[config.mk]
export PLATFORM = sky130hd
export DESIGN_NAME = sha256_byte_stream_hasher
export DESIGN_NICKNAME = d
export VERILOG_FILES = /design/src/rtl/core/shabs_pkg.sv /design/src/rtl/core/shabs_front.sv /design/src/rtl/core/shabs_queue.sv /design/src/rtl/core/shabs_core.sv /design/src/rtl/core/sha256_byte_stream_hasher.sv
export SDC_FILE = /design/constraint.sdc
export NUM_CORES = 2
export LEC_CHECK = 0
export BUFFER_PORTS_ARGS = -buffer_cell sky130_fd_sc_hd__buf_2
export CORE_MARGIN = 4
export CORE_UTILIZATION = 40
export DETAILED_ROUTE_END_ITERATION = 12
export MAX_ROUTING_LAYER = met4
export SYNTH_ARGS = -nofsm -noshare
export SYNTH_HDL_FRONTEND = slang
export SYNTH_HIERARCHICAL = 1
export SYNTH_SLANG_ARGS = --single-unit
[constraint.sdc]
create_clock -name clk -period 14.7 [get_ports clk]
set_input_delay 0 -clock clk [delete_from_list [all_inputs] [get_ports clk]]
set_output_delay 0 -clock clk [all_outputs]
set_load 0.02 [all_outputs]
[src/rtl/core/shabs_pkg.sv]
`default_nettype none
// ----------------------------------------------------------------------------
// SHA-256 byte stream hasher package
// Request and digest types, queue command format, round constants and
// initial hash values shared by the hasher modules.
// ----------------------------------------------------------------------------
package shabs_pkg;

    localparam int QUEUE_DEPTH = 4;

    localparam logic [7:0] PAD_BYTE = 8'h80;

    typedef struct packed {
        logic [7:0] data_byte;
        logic       byte_valid;
        logic       end_of_message;
    } msg_req_t;

    typedef struct packed {
        logic [31:0] digest_word;
        logic [2:0]  word_index;
        logic        last_word;
    } digest_rsp_t;

    typedef enum logic [1:0] {
        OP_BYTE     = 2'b01,
        OP_END      = 2'b10,
        OP_BYTE_END = 2'b11
    } op_t;

    typedef struct packed {
        op_t        op;
        logic [7:0] data_byte;
    } cmd_t;

    typedef struct packed {
        logic valid;
        cmd_t cmd;
    } queue_head_t;

    function automatic logic [31:0] init_hash(input logic [2:0] idx);
        logic [31:0] val;
        case (idx)
            3'd0:    val = 32'h6a09e667;
            3'd1:    val = 32'hbb67ae85;
            3'd2:    val = 32'h3c6ef372;
            3'd3:    val = 32'ha54ff53a;
            3'd4:    val = 32'h510e527f;
            3'd5:    val = 32'h9b05688c;
            3'd6:    val = 32'h1f83d9ab;
            default: val = 32'h5be0cd19;
        endcase
        return val;
    endfunction

    function automatic logic [31:0] round_k(input logic [5:0] idx);
        logic [31:0] val;
        case (idx)
            6'd0:  val = 32'h428a2f98;
            6'd1:  val = 32'h71374491;
            6'd2:  val = 32'hb5c0fbcf;
            6'd3:  val = 32'he9b5dba5;
            6'd4:  val = 32'h3956c25b;
            6'd5:  val = 32'h59f111f1;
            6'd6:  val = 32'h923f82a4;
            6'd7:  val = 32'hab1c5ed5;
            6'd8:  val = 32'hd807aa98;
            6'd9:  val = 32'h12835b01;
            6'd10: val = 32'h243185be;
            6'd11: val = 32'h550c7dc3;
            6'd12: val = 32'h72be5d74;
            6'd13: val = 32'h80deb1fe;
            6'd14: val = 32'h9bdc06a7;
            6'd15: val = 32'hc19bf174;
            6'd16: val = 32'he49b69c1;
            6'd17: val = 32'hefbe4786;
            6'd18: val = 32'h0fc19dc6;
            6'd19: val = 32'h240ca1cc;
            6'd20: val = 32'h2de92c6f;
            6'd21: val = 32'h4a7484aa;
            6'd22: val = 32'h5cb0a9dc;
            6'd23: val = 32'h76f988da;
            6'd24: val = 32'h983e5152;
            6'd25: val = 32'ha831c66d;
            6'd26: val = 32'hb00327c8;
            6'd27: val = 32'hbf597fc7;
            6'd28: val = 32'hc6e00bf3;
            6'd29: val = 32'hd5a79147;
            6'd30: val = 32'h06ca6351;
            6'd31: val = 32'h14292967;
            6'd32: val = 32'h27b70a85;
            6'd33: val = 32'h2e1b2138;
            6'd34: val = 32'h4d2c6dfc;
            6'd35: val = 32'h53380d13;
            6'd36: val = 32'h650a7354;
            6'd37: val = 32'h766a0abb;
            6'd38: val = 32'h81c2c92e;
            6'd39: val = 32'h92722c85;
            6'd40: val = 32'ha2bfe8a1;
            6'd41: val = 32'ha81a664b;
            6'd42: val = 32'hc24b8b70;
            6'd43: val = 32'hc76c51a3;
            6'd44: val = 32'hd192e819;
            6'd45: val = 32'hd6990624;
            6'd46: val = 32'hf40e3585;
            6'd47: val = 32'h106aa070;
            6'd48: val = 32'h19a4c116;
            6'd49: val = 32'h1e376c08;
            6'd50: val = 32'h2748774c;
            6'd51: val = 32'h34b0bcb5;
            6'd52: val = 32'h391c0cb3;
            6'd53: val = 32'h4ed8aa4a;
            6'd54: val = 32'h5b9cca4f;
            6'd55: val = 32'h682e6ff3;
            6'd56: val = 32'h748f82ee;
            6'd57: val = 32'h78a5636f;
            6'd58: val = 32'h84c87814;
            6'd59: val = 32'h8cc70208;
            6'd60: val = 32'h90befffa;
            6'd61: val = 32'ha4506ceb;
            6'd62: val = 32'hbef9a3f7;
            default: val = 32'hc67178f2;
        endcase
        return val;
    endfunction

endpackage
`default_nettype wire

[src/rtl/core/shabs_front.sv]
`default_nettype none
// ----------------------------------------------------------------------------
// SHA-256 hasher front end
// Accepts message requests, drops empty ones and turns the rest into queue
// commands (byte, end, or byte with end).
// ----------------------------------------------------------------------------
module shabs_front
(
    input  wire logic               msg_valid,
    output logic                    msg_ready,
    input  wire shabs_pkg::msg_req_t msg_req,
    input  wire logic               queue_full,
    output logic                    push,
    output shabs_pkg::cmd_t         push_cmd
);

    logic useful;

    assign msg_ready = !queue_full;
    assign useful    = msg_req.byte_valid || msg_req.end_of_message;
    assign push      = msg_valid && !queue_full && useful;

    always_comb
    begin
        push_cmd.data_byte = msg_req.data_byte;
        case ({msg_req.byte_valid, msg_req.end_of_message})
            2'b10:   push_cmd.op = shabs_pkg::OP_BYTE;
            2'b01:   push_cmd.op = shabs_pkg::OP_END;
            2'b11:   push_cmd.op = shabs_pkg::OP_BYTE_END;
            default: push_cmd.op = shabs_pkg::OP_BYTE;
        endcase
    end

endmodule
`default_nettype wire

[src/rtl/core/shabs_queue.sv]
`default_nettype none
// ----------------------------------------------------------------------------
// SHA-256 hasher command queue
// Small FIFO between front end and compression core.
// ----------------------------------------------------------------------------
module shabs_queue
#(
    parameter int DEPTH = shabs_pkg::QUEUE_DEPTH
)
(
    input  wire logic                  clk,
    input  wire logic                  rst_n,
    input  wire logic                  push,
    input  wire shabs_pkg::cmd_t       push_cmd,
    input  wire logic                  pop,
    output logic                       full,
    output shabs_pkg::queue_head_t     head
);

    localparam int PW = (DEPTH > 1) ? $clog2(DEPTH) : 1;
    localparam int CW = $clog2(DEPTH + 1);

    shabs_pkg::cmd_t entry_reg [DEPTH];
    logic [PW-1:0]   wr_ptr_reg;
    logic [PW-1:0]   wr_ptr_next;
    logic [PW-1:0]   rd_ptr_reg;
    logic [PW-1:0]   rd_ptr_next;
    logic [CW-1:0]   count_reg;
    logic [CW-1:0]   count_next;
    logic            do_push;
    logic            do_pop;

    assign full       = (count_reg == CW'(DEPTH));
    assign head.valid = (count_reg != '0);
    assign head.cmd   = entry_reg[rd_ptr_reg];
    assign do_push    = push && !full;
    assign do_pop     = pop && head.valid;

    always_comb
    begin
        wr_ptr_next = wr_ptr_reg;
        rd_ptr_next = rd_ptr_reg;
        count_next  = count_reg;
        if (do_push)
        begin
            wr_ptr_next = (wr_ptr_reg == PW'(DEPTH - 1)) ? '0 : wr_ptr_reg + 1'b1;
        end
        if (do_pop)
        begin
            rd_ptr_next = (rd_ptr_reg == PW'(DEPTH - 1)) ? '0 : rd_ptr_reg + 1'b1;
        end
        if (do_push && !do_pop)
        begin
            count_next = count_reg + 1'b1;
        end
        else if (do_pop && !do_push)
        begin
            count_next = count_reg - 1'b1;
        end
    end

    always_ff @(posedge clk or negedge rst_n)
    begin
        if (!rst_n)
        begin
            wr_ptr_reg <= '0;
            rd_ptr_reg <= '0;
            count_reg  <= '0;
        end
        else
        begin
            wr_ptr_reg <= wr_ptr_next;
            rd_ptr_reg <= rd_ptr_next;
            count_reg  <= count_next;
        end
    end

    always_ff @(posedge clk)
    begin
        if (do_push)
        begin
            entry_reg[wr_ptr_reg] <= push_cmd;
        end
    end

endmodule
`default_nettype wire

[src/rtl/core/shabs_core.sv]
`default_nettype none
// ----------------------------------------------------------------------------
// SHA-256 hasher compression core
// Gathers bytes into the message schedule window, pads at end of message,
// runs one round per cycle and sends out the eight digest words.
// ----------------------------------------------------------------------------
module shabs_core
(
    input  wire logic                   clk,
    input  wire logic                   rst_n,
    input  wire shabs_pkg::queue_head_t head,
    output logic                        cmd_pop,
    output logic                        digest_valid,
    input  wire logic                   digest_ready,
    output shabs_pkg::digest_rsp_t      digest_rsp
);

    typedef enum logic [4:0] {
        ST_IDLE  = 5'b00001,
        ST_PAD   = 5'b00010,
        ST_ROUND = 5'b00100,
        ST_ADD   = 5'b01000,
        ST_OUT   = 5'b10000
    } state_t;

    function automatic logic [31:0] rotr(input logic [31:0] x, input int n);
        return (x >> n) | (x << (32 - n));
    endfunction

    function automatic logic [31:0] big_sig0(input logic [31:0] x);
        return rotr(x, 2) ^ rotr(x, 13) ^ rotr(x, 22);
    endfunction

    function automatic logic [31:0] big_sig1(input logic [31:0] x);
        return rotr(x, 6) ^ rotr(x, 11) ^ rotr(x, 25);
    endfunction

    function automatic logic [31:0] sml_sig0(input logic [31:0] x);
        return rotr(x, 7) ^ rotr(x, 18) ^ (x >> 3);
    endfunction

    function automatic logic [31:0] sml_sig1(input logic [31:0] x);
        return rotr(x, 17) ^ rotr(x, 19) ^ (x >> 10);
    endfunction

    state_t      state_reg;
    state_t      state_next;
    logic [5:0]  fill_reg;
    logic [5:0]  fill_next;
    logic [60:0] count_reg;
    logic [60:0] count_next;
    logic [5:0]  round_reg;
    logic [5:0]  round_next;
    logic        pad_reg;
    logic        pad_next;
    logic        pad_first_reg;
    logic        pad_first_next;
    logic        wrap_reg;
    logic        wrap_next;
    logic        final_reg;
    logic        final_next;
    logic [2:0]  out_idx_reg;
    logic        out_valid_reg;
    logic        out_valid_next;
    logic [31:0] hash_reg [8];

    logic [23:0] acc_reg;
    logic [31:0] win_reg [16];
    logic [31:0] work_reg [8];
    shabs_pkg::digest_rsp_t out_data_reg;

    logic        push_byte;
    logic [7:0]  push_data;
    logic        load_work;
    logic        out_load;
    logic        has_byte;
    logic        has_end;
    logic [63:0] len_bits;
    logic [7:0]  len_byte;
    logic [31:0] t1;
    logic [31:0] t2;
    logic [31:0] w_new;

    assign has_byte = head.cmd.op inside {shabs_pkg::OP_BYTE, shabs_pkg::OP_BYTE_END};
    assign has_end  = head.cmd.op inside {shabs_pkg::OP_END, shabs_pkg::OP_BYTE_END};
    assign len_bits = {count_reg, 3'b000};
    assign len_byte = 8'(len_bits >> {~fill_reg[2:0], 3'b000});

    assign t1 = work_reg[7] + big_sig1(work_reg[4])
              + ((work_reg[4] & work_reg[5]) ^ (~work_reg[4] & work_reg[6]))
              + shabs_pkg::round_k(round_reg) + win_reg[0];
    assign t2 = big_sig0(work_reg[0])
              + ((work_reg[0] & work_reg[1]) ^ (work_reg[0] & work_reg[2])
                 ^ (work_reg[1] & work_reg[2]));
    assign w_new = sml_sig1(win_reg[14]) + win_reg[9] + sml_sig0(win_reg[1]) + win_reg[0];

    always_comb
    begin
        state_next     = state_reg;
        count_next     = count_reg;
        pad_next       = pad_reg;
        pad_first_next = pad_first_reg;
        wrap_next      = wrap_reg;
        final_next     = final_reg;
        push_byte      = 1'b0;
        push_data      = 8'h00;
        cmd_pop        = 1'b0;
        out_load       = 1'b0;
        case (state_reg)
            ST_IDLE:
            begin
                if (head.valid)
                begin
                    cmd_pop = 1'b1;
                    if (has_byte)
                    begin
                        push_byte  = 1'b1;
                        push_data  = head.cmd.data_byte;
                        count_next = count_reg + 1'b1;
                    end
                    if (has_end)
                    begin
                        pad_next       = 1'b1;
                        pad_first_next = 1'b1;
                    end
                    if (has_byte && fill_reg == 6'd63)
                    begin
                        state_next = ST_ROUND;
                    end
                    else if (has_end)
                    begin
                        state_next = ST_PAD;
                    end
                end
            end
            ST_PAD:
            begin
                push_byte      = 1'b1;
                pad_first_next = 1'b0;
                if (pad_first_reg)
                begin
                    push_data = shabs_pkg::PAD_BYTE;
                end
                else if (!wrap_reg && fill_reg[5:3] == 3'b111)
                begin
                    push_data = len_byte;
                end
                // 0x80 past byte 55: zero out this block, length goes in the next
                if (pad_first_reg && fill_reg[5:3] == 3'b111)
                begin
                    wrap_next = 1'b1;
                end
                if (fill_reg == 6'd63)
                begin
                    state_next = ST_ROUND;
                    if (!pad_first_reg && !wrap_reg)
                    begin
                        final_next = 1'b1;
                    end
                end
            end
            ST_ROUND:
            begin
                if (round_reg == 6'd63)
                begin
                    state_next = ST_ADD;
                end
            end
            ST_ADD:
            begin
                wrap_next = 1'b0;
                if (final_reg)
                begin
                    state_next = ST_OUT;
                end
                else if (pad_reg)
                begin
                    state_next = ST_PAD;
                end
                else
                begin
                    state_next = ST_IDLE;
                end
            end
            ST_OUT:
            begin
                if (!out_valid_reg || digest_ready)
                begin
                    out_load = 1'b1;
                    if (out_idx_reg == 3'd7)
                    begin
                        state_next = ST_IDLE;
                        count_next = '0;
                        pad_next   = 1'b0;
                        final_next = 1'b0;
                    end
                end
            end
            default:
            begin
                state_next = ST_IDLE;
            end
        endcase
    end

    assign fill_next      = push_byte ? fill_reg + 1'b1 : fill_reg;
    assign round_next     = (state_reg == ST_ROUND) ? round_reg + 1'b1 : '0;
    assign load_work      = (state_next == ST_ROUND) && (state_reg != ST_ROUND);
    assign out_valid_next = out_load ? 1'b1 : (digest_ready ? 1'b0 : out_valid_reg);

    always_ff @(posedge clk or negedge rst_n)
    begin
        if (!rst_n)
        begin
            state_reg     <= ST_IDLE;
            fill_reg      <= '0;
            count_reg     <= '0;
            round_reg     <= '0;
            pad_reg       <= 1'b0;
            pad_first_reg <= 1'b0;
            wrap_reg      <= 1'b0;
            final_reg     <= 1'b0;
            out_idx_reg   <= '0;
            out_valid_reg <= 1'b0;
            for (int i = 0; i < 8; i++)
            begin
                hash_reg[i] <= shabs_pkg::init_hash(3'(i));
            end
        end
        else
        begin
            state_reg     <= state_next;
            fill_reg      <= fill_next;
            count_reg     <= count_next;
            round_reg     <= round_next;
            pad_reg       <= pad_next;
            pad_first_reg <= pad_first_next;
            wrap_reg      <= wrap_next;
            final_reg     <= final_next;
            out_valid_reg <= out_valid_next;
            if (out_load)
            begin
                out_idx_reg <= out_idx_reg + 1'b1;
            end
            if (state_reg == ST_ADD)
            begin
                for (int i = 0; i < 8; i++)
                begin
                    hash_reg[i] <= hash_reg[i] + work_reg[i];
                end
            end
            else if (out_load && out_idx_reg == 3'd7)
            begin
                for (int i = 0; i < 8; i++)
                begin
                    hash_reg[i] <= shabs_pkg::init_hash(3'(i));
                end
            end
        end
    end

    always_ff @(posedge clk)
    begin
        if (push_byte)
        begin
            acc_reg <= {acc_reg[15:0], push_data};
            if (fill_reg[1:0] == 2'b11)
            begin
                for (int i = 0; i < 15; i++)
                begin
                    win_reg[i] <= win_reg[i + 1];
                end
                win_reg[15] <= {acc_reg, push_data};
            end
        end
        else if (state_reg == ST_ROUND)
        begin
            for (int i = 0; i < 15; i++)
            begin
                win_reg[i] <= win_reg[i + 1];
            end
            win_reg[15] <= w_new;
        end

        if (load_work)
        begin
            for (int i = 0; i < 8; i++)
            begin
                work_reg[i] <= hash_reg[i];
            end
        end
        else if (state_reg == ST_ROUND)
        begin
            work_reg[0] <= t1 + t2;
            work_reg[1] <= work_reg[0];
            work_reg[2] <= work_reg[1];
            work_reg[3] <= work_reg[2];
            work_reg[4] <= work_reg[3] + t1;
            work_reg[5] <= work_reg[4];
            work_reg[6] <= work_reg[5];
            work_reg[7] <= work_reg[6];
        end

        if (out_load)
        begin
            out_data_reg.digest_word <= hash_reg[out_idx_reg];
            out_data_reg.word_index  <= out_idx_reg;
            out_data_reg.last_word   <= (out_idx_reg == 3'd7);
        end
    end

    assign digest_valid = out_valid_reg;
    assign digest_rsp   = out_data_reg;

endmodule
`default_nettype wire

[src/rtl/core/sha256_byte_stream_hasher.sv]
// A data byte enters the schedule window as it leaves the queue; each full
// 64-byte block then runs 64 rounds plus the add, with no new byte taken,
// as the single shared round unit serves every block. End of message: pad
// bytes, one or two compressions, then eight digest words at one per cycle
// while digest_ready allows. Reset restores the initial hash values.
`default_nettype none
// ----------------------------------------------------------------------------
// SHA-256 byte stream hasher
// Front end and command queue feeding a one-round-per-cycle SHA-256 core.
// ----------------------------------------------------------------------------
module sha256_byte_stream_hasher
#(
    parameter int QUEUE_DEPTH = shabs_pkg::QUEUE_DEPTH
)
(
    input  wire logic                   clk,
    input  wire logic                   rst_n,
    input  wire logic                   msg_valid,
    output logic                        msg_ready,
    input  wire shabs_pkg::msg_req_t    msg_req,
    output logic                        digest_valid,
    input  wire logic                   digest_ready,
    output shabs_pkg::digest_rsp_t      digest_rsp
);

    logic                   q_push;
    logic                   q_pop;
    logic                   q_full;
    shabs_pkg::cmd_t        q_cmd;
    shabs_pkg::queue_head_t q_head;

    shabs_front u_front
    (
        .msg_valid  (msg_valid),
        .msg_ready  (msg_ready),
        .msg_req    (msg_req),
        .queue_full (q_full),
        .push       (q_push),
        .push_cmd   (q_cmd)
    );

    shabs_queue
    #(
        .DEPTH (QUEUE_DEPTH)
    )
    u_queue
    (
        .clk      (clk),
        .rst_n    (rst_n),
        .push     (q_push),
        .push_cmd (q_cmd),
        .pop      (q_pop),
        .full     (q_full),
        .head     (q_head)
    );

    shabs_core u_core
    (
        .clk          (clk),
        .rst_n        (rst_n),
        .head         (q_head),
        .cmd_pop      (q_pop),
        .digest_valid (digest_valid),
        .digest_ready (digest_ready),
        .digest_rsp   (digest_rsp)
    );

`ifndef ASSERT_OFF
    a_no_overflow: assert property (@(posedge clk) disable iff (!rst_n)
        q_push |-> !q_full)
        else $error("queue push while full");

    a_no_underflow: assert property (@(posedge clk) disable iff (!rst_n)
        q_pop |-> q_head.valid)
        else $error("queue pop while empty");

    a_last_index: assert property (@(posedge clk) disable iff (!rst_n)
        (digest_valid && digest_rsp.last_word) |-> (digest_rsp.word_index == 3'd7))
        else $error("last word flag on wrong index");

    a_word_order: assert property (@(posedge clk) disable iff (!rst_n)
        (digest_valid && digest_ready && !digest_rsp.last_word) |=>
        (!digest_valid || digest_rsp.word_index == $past(digest_rsp.word_index) + 3'd1))
        else $error("digest words out of order");
`endif

endmodule
`default_nettype wire

======== Yosys cells after proc, flatten, opt, wreduce, memory -nomap -nowiden ========
Memory sizes are Yosys's and may differ from the RTL's.
Cells that the tools add are included.
cells by class
  reductions and logical operators ........ 35
  shift operators ......................... 1
  magnitude comparators ................... 1
  eq/ne operators ......................... 28
  multiplexer cells ....................... 87
  bitwise operators ....................... 53
  $add $sub $neg .......................... 26
operators with widths
  cell                                                              count
  32-bit 2-to-1 mux                                                 26
  32-bit adder                                                      18
  256-bit 2-to-1 mux                                                2
  32-bit XOR                                                        9
  61-bit 2-to-1 mux                                                 4
  32-bit AND                                                        5
  61-bit case mux with 2 select lines                               1
  32-bit binary-select mux with 3-bit select                        1
  64-bit by 6-bit right shift with 8-bit output                     1
  61-bit by 1-bit adder with 61-bit output (second input constant)  1
  5-bit 2-to-1 mux                                                  8
  8-bit 2-to-1 mux                                                  4
  32-bit inverter                                                   1
  10-bit by 32-bit bitwise OR with 32-bit output                    1
  13-bit by 32-bit bitwise OR with 32-bit output                    1
  14-bit by 32-bit bitwise OR with 32-bit output                    1
  15-bit by 32-bit bitwise OR with 32-bit output                    1
  19-bit by 32-bit bitwise OR with 32-bit output                    1
  21-bit by 32-bit bitwise OR with 32-bit output                    1
  25-bit by 32-bit bitwise OR with 32-bit output                    1
  26-bit by 32-bit bitwise OR with 32-bit output                    1
  30-bit by 32-bit bitwise OR with 32-bit output                    1
  7-bit by 32-bit bitwise OR with 32-bit output                     1
  32-bit by 22-bit XOR with 32-bit output                           1
  other kinds (37)                                                  139
word-level totals
  input port bits ......................... 14
  memories kept ........................... 4
  output and inout port bits .............. 38
  bits in writable memories ............... 808
  register bits after elaboration ......... 409
  memory bits (read-only) ................. 2048
memory list
  memory             words  bits a word  rd ports  clocked after Yosys merged registers in  wr ports  RTL line           text
  (name not given)   64     32           1         0                                        0         shabs_pkg.sv:58    case (idx)
  u_core.win_reg     16     32           16        0                                        16        shabs_core.sv:68   logic [31:0] win_reg [16];
  u_core.work_reg    8      32           8         0                                        8         shabs_core.sv:69   logic [31:0] work_reg [8];
  u_queue.entry_reg  4      10           1         0                                        1         shabs_queue.sv:23  shabs_pkg::cmd_t entry_reg [DEPTH];

======== Depth between registers and ports, before layout ========
An unclocked memory read counts as a cell.
  depth after elaboration ................. 12
  gate-level depth with buffers ........... 40
  depth with buffers taken out ............ 38

======== By module ========
Netlist, hierarchy kept.
modules (own cells, without submodules)
  module       cells an instance  area each (µm²)  instances  sequential area each (µm²)
  shabs_core   6588               71473.5          1          33593.5
  shabs_queue  89                 1898.1           1          1376.3
  shabs_front  12                 83.8             1          0.0

======== Worst setup path after synthesis ========
OpenSTA, ideal clock, no wires.
  path type ............................... register to register
  start ................................... register u_queue.rd_ptr_reg[0]
  end ..................................... memory u_core.win_reg[0][0], enable pin
  path buffers ............................ 4
  stages on the path, launching flop included .. 11
  data arrival time ....................... 11179 ps
  period minus slack after synthesis ...... 14812 ps
  library setup time ...................... 3632 ps
  path slack .............................. -112 ps
  cell sequence ........................... dfrtp_1 buf_4 mux4_2 nand2_1 nor3_4 or2_2 clkbuf_1 nand2_1 clkbuf_1 buf_1 nand2_1
RTL lines
  element                 RTL line           text
  from (decl)             shabs_queue.sv:26  logic [PW-1:0] rd_ptr_reg;
  from (signal assigned)  shabs_queue.sv:73  rd_ptr_reg <= rd_ptr_next;
  to (decl)               shabs_core.sv:68

==> results_dict.tcl <==
set metrics [dict create \
    peakVddDrop_mv 0.164 \
    grt.overflow.total 0 \
    final.setup_skew_ns 0.0666 \
    clk_latency_ns 0.83 \
    cp_num_buf_inv 4 \
    die_w_um 437 \
    routabilityCongestion 0.949 \
    setup_viol 0 \
    drtIter0Drc 5326 \
    first_pass_iters 8 \
    maxCapViolCount 0 \
    largest_reg_flops 512 \
    async_flop_share_pct 28.7 \
    grt_pass1_vias 50600 \
    post-synth-top-area-cell "edfxtp_1" \
    coreArea_um2 183000 \
    pin_count 52 \
    crit_arrival_ns 11.28 \
    clk_path_buf_depth 3 \
    die_h_um 437 \
    synth_edf_count 868 \
    clkTransAtPathRegs_ns 0.06 \
    synth_ff_type "edfxtp_1" \
    stdcell_count 9258 \
    hp-class "in2async" \
    crit_required_ns 15.19 \
    cts_tree "yes" \
    cpMaxStageDelayCell "dfrtp_1" \
    critPathMaxFanout 20 \
    startpoint_type "register" \
    yosys_warnings 6 \
    antenna_left 0 \
    cts_resized 0 \
    synthCells 6689 \
    place_area_um2 76200 \
    ctsRootBufferMaster "clkbuf_16" \
    fmax_ghz 0.0927 \
    grt_pass1_wl_um 344000 \
    yosysUniqueCellTypes 91 \
    syn_avg_cell_area_um2 11.0 \
    grt_max_degree 218 \
    p_leak_uw 0.0328 \
    cts_setup_buffers 0 \
    cts_hold_buf 23 \
    drv_slew 0 \
    holdWs_ns 0.0988 \
    critPathKind "reg2reg" \
    ctsHtreeMaxLevel 4 \
    cp_common_cell "o21ai_0" \
    cts_sinks 1217 \
    finalHoldViolations 0 \
    yosysTopAreaCellShare_pct 35.5 \
    place_inst 8965 \
    ys_ff_latch 1217 \
    syn_nets 7302 \
    wl_um 234000 \
    syn-cell-area_um2 73500 \
    grt_usage_pct 24.8 \
    stdcell_area_um2 81300 \
    critical-path-max-stage-delay_ns 0.83 \
    cts_inserted_buffers 143 \
    crit_path_end_kind "register" \
    vias_per_cell 5.72 \
    rsz0062_at_grt "no" \
    drc_errors 0 \
    drive_above_1_share_pct 11.1 \
    die-area_um2 191000 \
    setup_tns_ns 0 \
    slew-limit-headroom_pct 16.7 \
    path_delay_family "compound AO/OA/AOI/OAI gates" \
    start_util_pct 40.2 \
    min_period_over_period_pct 73.4 \
    synth_top_cells_by_area "edfxtp_1 35%, dfrtp_1 7.2%, ha_1 6.9%" \
    ys_seq_area_share_pct 47.6 \
    nNetsFinal 7282 \
    hpwl_um 173000 \
    avgRoutedWirePerCell_um 25.3 \
    syn2layout_area_growth_pct 10.7 \
    antenna_found_initial 8 \
    tightest_slew_ns 1.25 \
    rows 157 \
    status "finished clean" \
    p_per_area_nw_per_um2 171 \
    period_needed_ns 10.79 \
    port_buffers 51 \
    vias 52900 \
]
[cells in the final DEF, fill, tap and decap left out, types with 202 or more instances in the layout]
master and instances:
xnor2_1 392, nor2_1 408, dfrtp_1 206, ha_1 403, inv_1 314, a21oi_1 497
nand2_1 786, edfxtp_1 868, a21o_1 202, o21ai_0 459, xor2_1 230
[cell usage after synthesis, types with 10 or more instances]
master / number
fa_1: 196
a2111oi_0: 13
nor4_1: 10
a311oi_1: 11
mux2_2: 130
ha_1: 403
nand2b_1: 62
o211ai_1: 39
o21bai_1: 55
a211oi_1: 48
a31oi_1: 48
dfstp_2: 137
o21ai_0: 459
a21oi_1: 497
inv_1: 315
xnor2_1: 392
o2111ai_1: 12
buf_1: 26
nor3_1: 118
or2_2: 24
a21boi_0: 10
and3_1: 39
nor2b_1: 32
a211o_1: 12
edfxtp_1: 868
xor2_1: 230
dfrtp_1: 212
nand2_1: 792
clkbuf_1: 264
nand3_1: 147
o31ai_1: 37
nor2_1: 410
mux2i_1: 26
and2_1: 26
mux4_2: 98
o21a_1: 37
a21o_1: 202
or3_1: 34
nand4_1: 34
[layer usage]
| metal | vias up | global-route usage (%) | routed length [µm] |
|---|---|---|---|
| met5 | - | - | 0 |
| met4 | 0 | 7.58 | 7340 |
| met3 | 323 | 3.91 | 15600 |
| met2 | 1896 | 37.5 | 106000 |
| met1 | 26600 | 34.6 | 105000 |
| li1 | 24100 | - | - |
[layout make-up]
class / count / area [µm²]
diodes: 7 / 17.5
clock buffers: 190 / 3900
clock inverters: 73 / 882
fillers: 17000 / 102000
inverters: 318 / 1190
multi-input cells: 4853 / 36200
flip-flops and latches: 1217 / 35000
well taps: 2464 / 3080
repair buffers: 136 / 1020
[final timing paths]
kind                                                  startpoint                                end  slack [ns]  depth (start not counted)
worst max-delay path               u_core/round_reg[0]$_DFF_PN0_   u_core/work_reg[0][31]$_DFFE_PP_        3.91                         33
worst min-delay path                                       rst_n   u_core/hash_reg[207]$_DFFE_PN1P_         0.1                          2
worst max register to register     u_core/round_reg[0]$_DFF_PN0_   u_core/work_reg[0][31]$_DFFE_PP_        3.91                         33
worst min register to register  u_core/win_reg[0][227]$_DFFE_PP_   u_core/win_reg[0][195]$_DFFE_PP_        0.40                          0
max in group asynchronous                                  rst_n      u_core/round_reg[3]$_DFF_PN0_       12.11                          5
min in group clk                                      msg_req[1]  u_queue/entry_reg[0][8]$_DFFE_PP_        0.14                          3
[cell families (layout without fill, tap and decap cells)]
logic type	Yosys count	count (layout)	share of synthesized area, %
other	0	7	0
DFF	1217	1217	47.6
and+or+nand+nor	1771	1771	10.7
muxes	256	256	5.39
xor gates and xnor gates	624	624	7.48
AOI/OAI and AO/OA	1600	1600	13.3
adders and majority gates	602	602	12.2
buffers and inverters	619	717	3.21
[report_power, final]
group | leakage, µW | internal (µW) | switching (µW)
Clock | 0.00231 | 2040 | 1540
Sequential | 0.0119 | 4450 | 335
Combinational | 0.0186 | 2160 | 3340
Total | 0.0328 | 8660 | 5210
[through the flow]
stage	util [%]	setup slack [ns]	total power, µW
after global placement	41.7	4.27	10200
after detailed placement	41.7	4.07	10300
after CTS	44.4	4.03	13900
after floorplan	-	5.13	8660
after global routing	44.4	3.36	14700
final	44.4	3.91	13900
(Power assumes the default switching activity.)
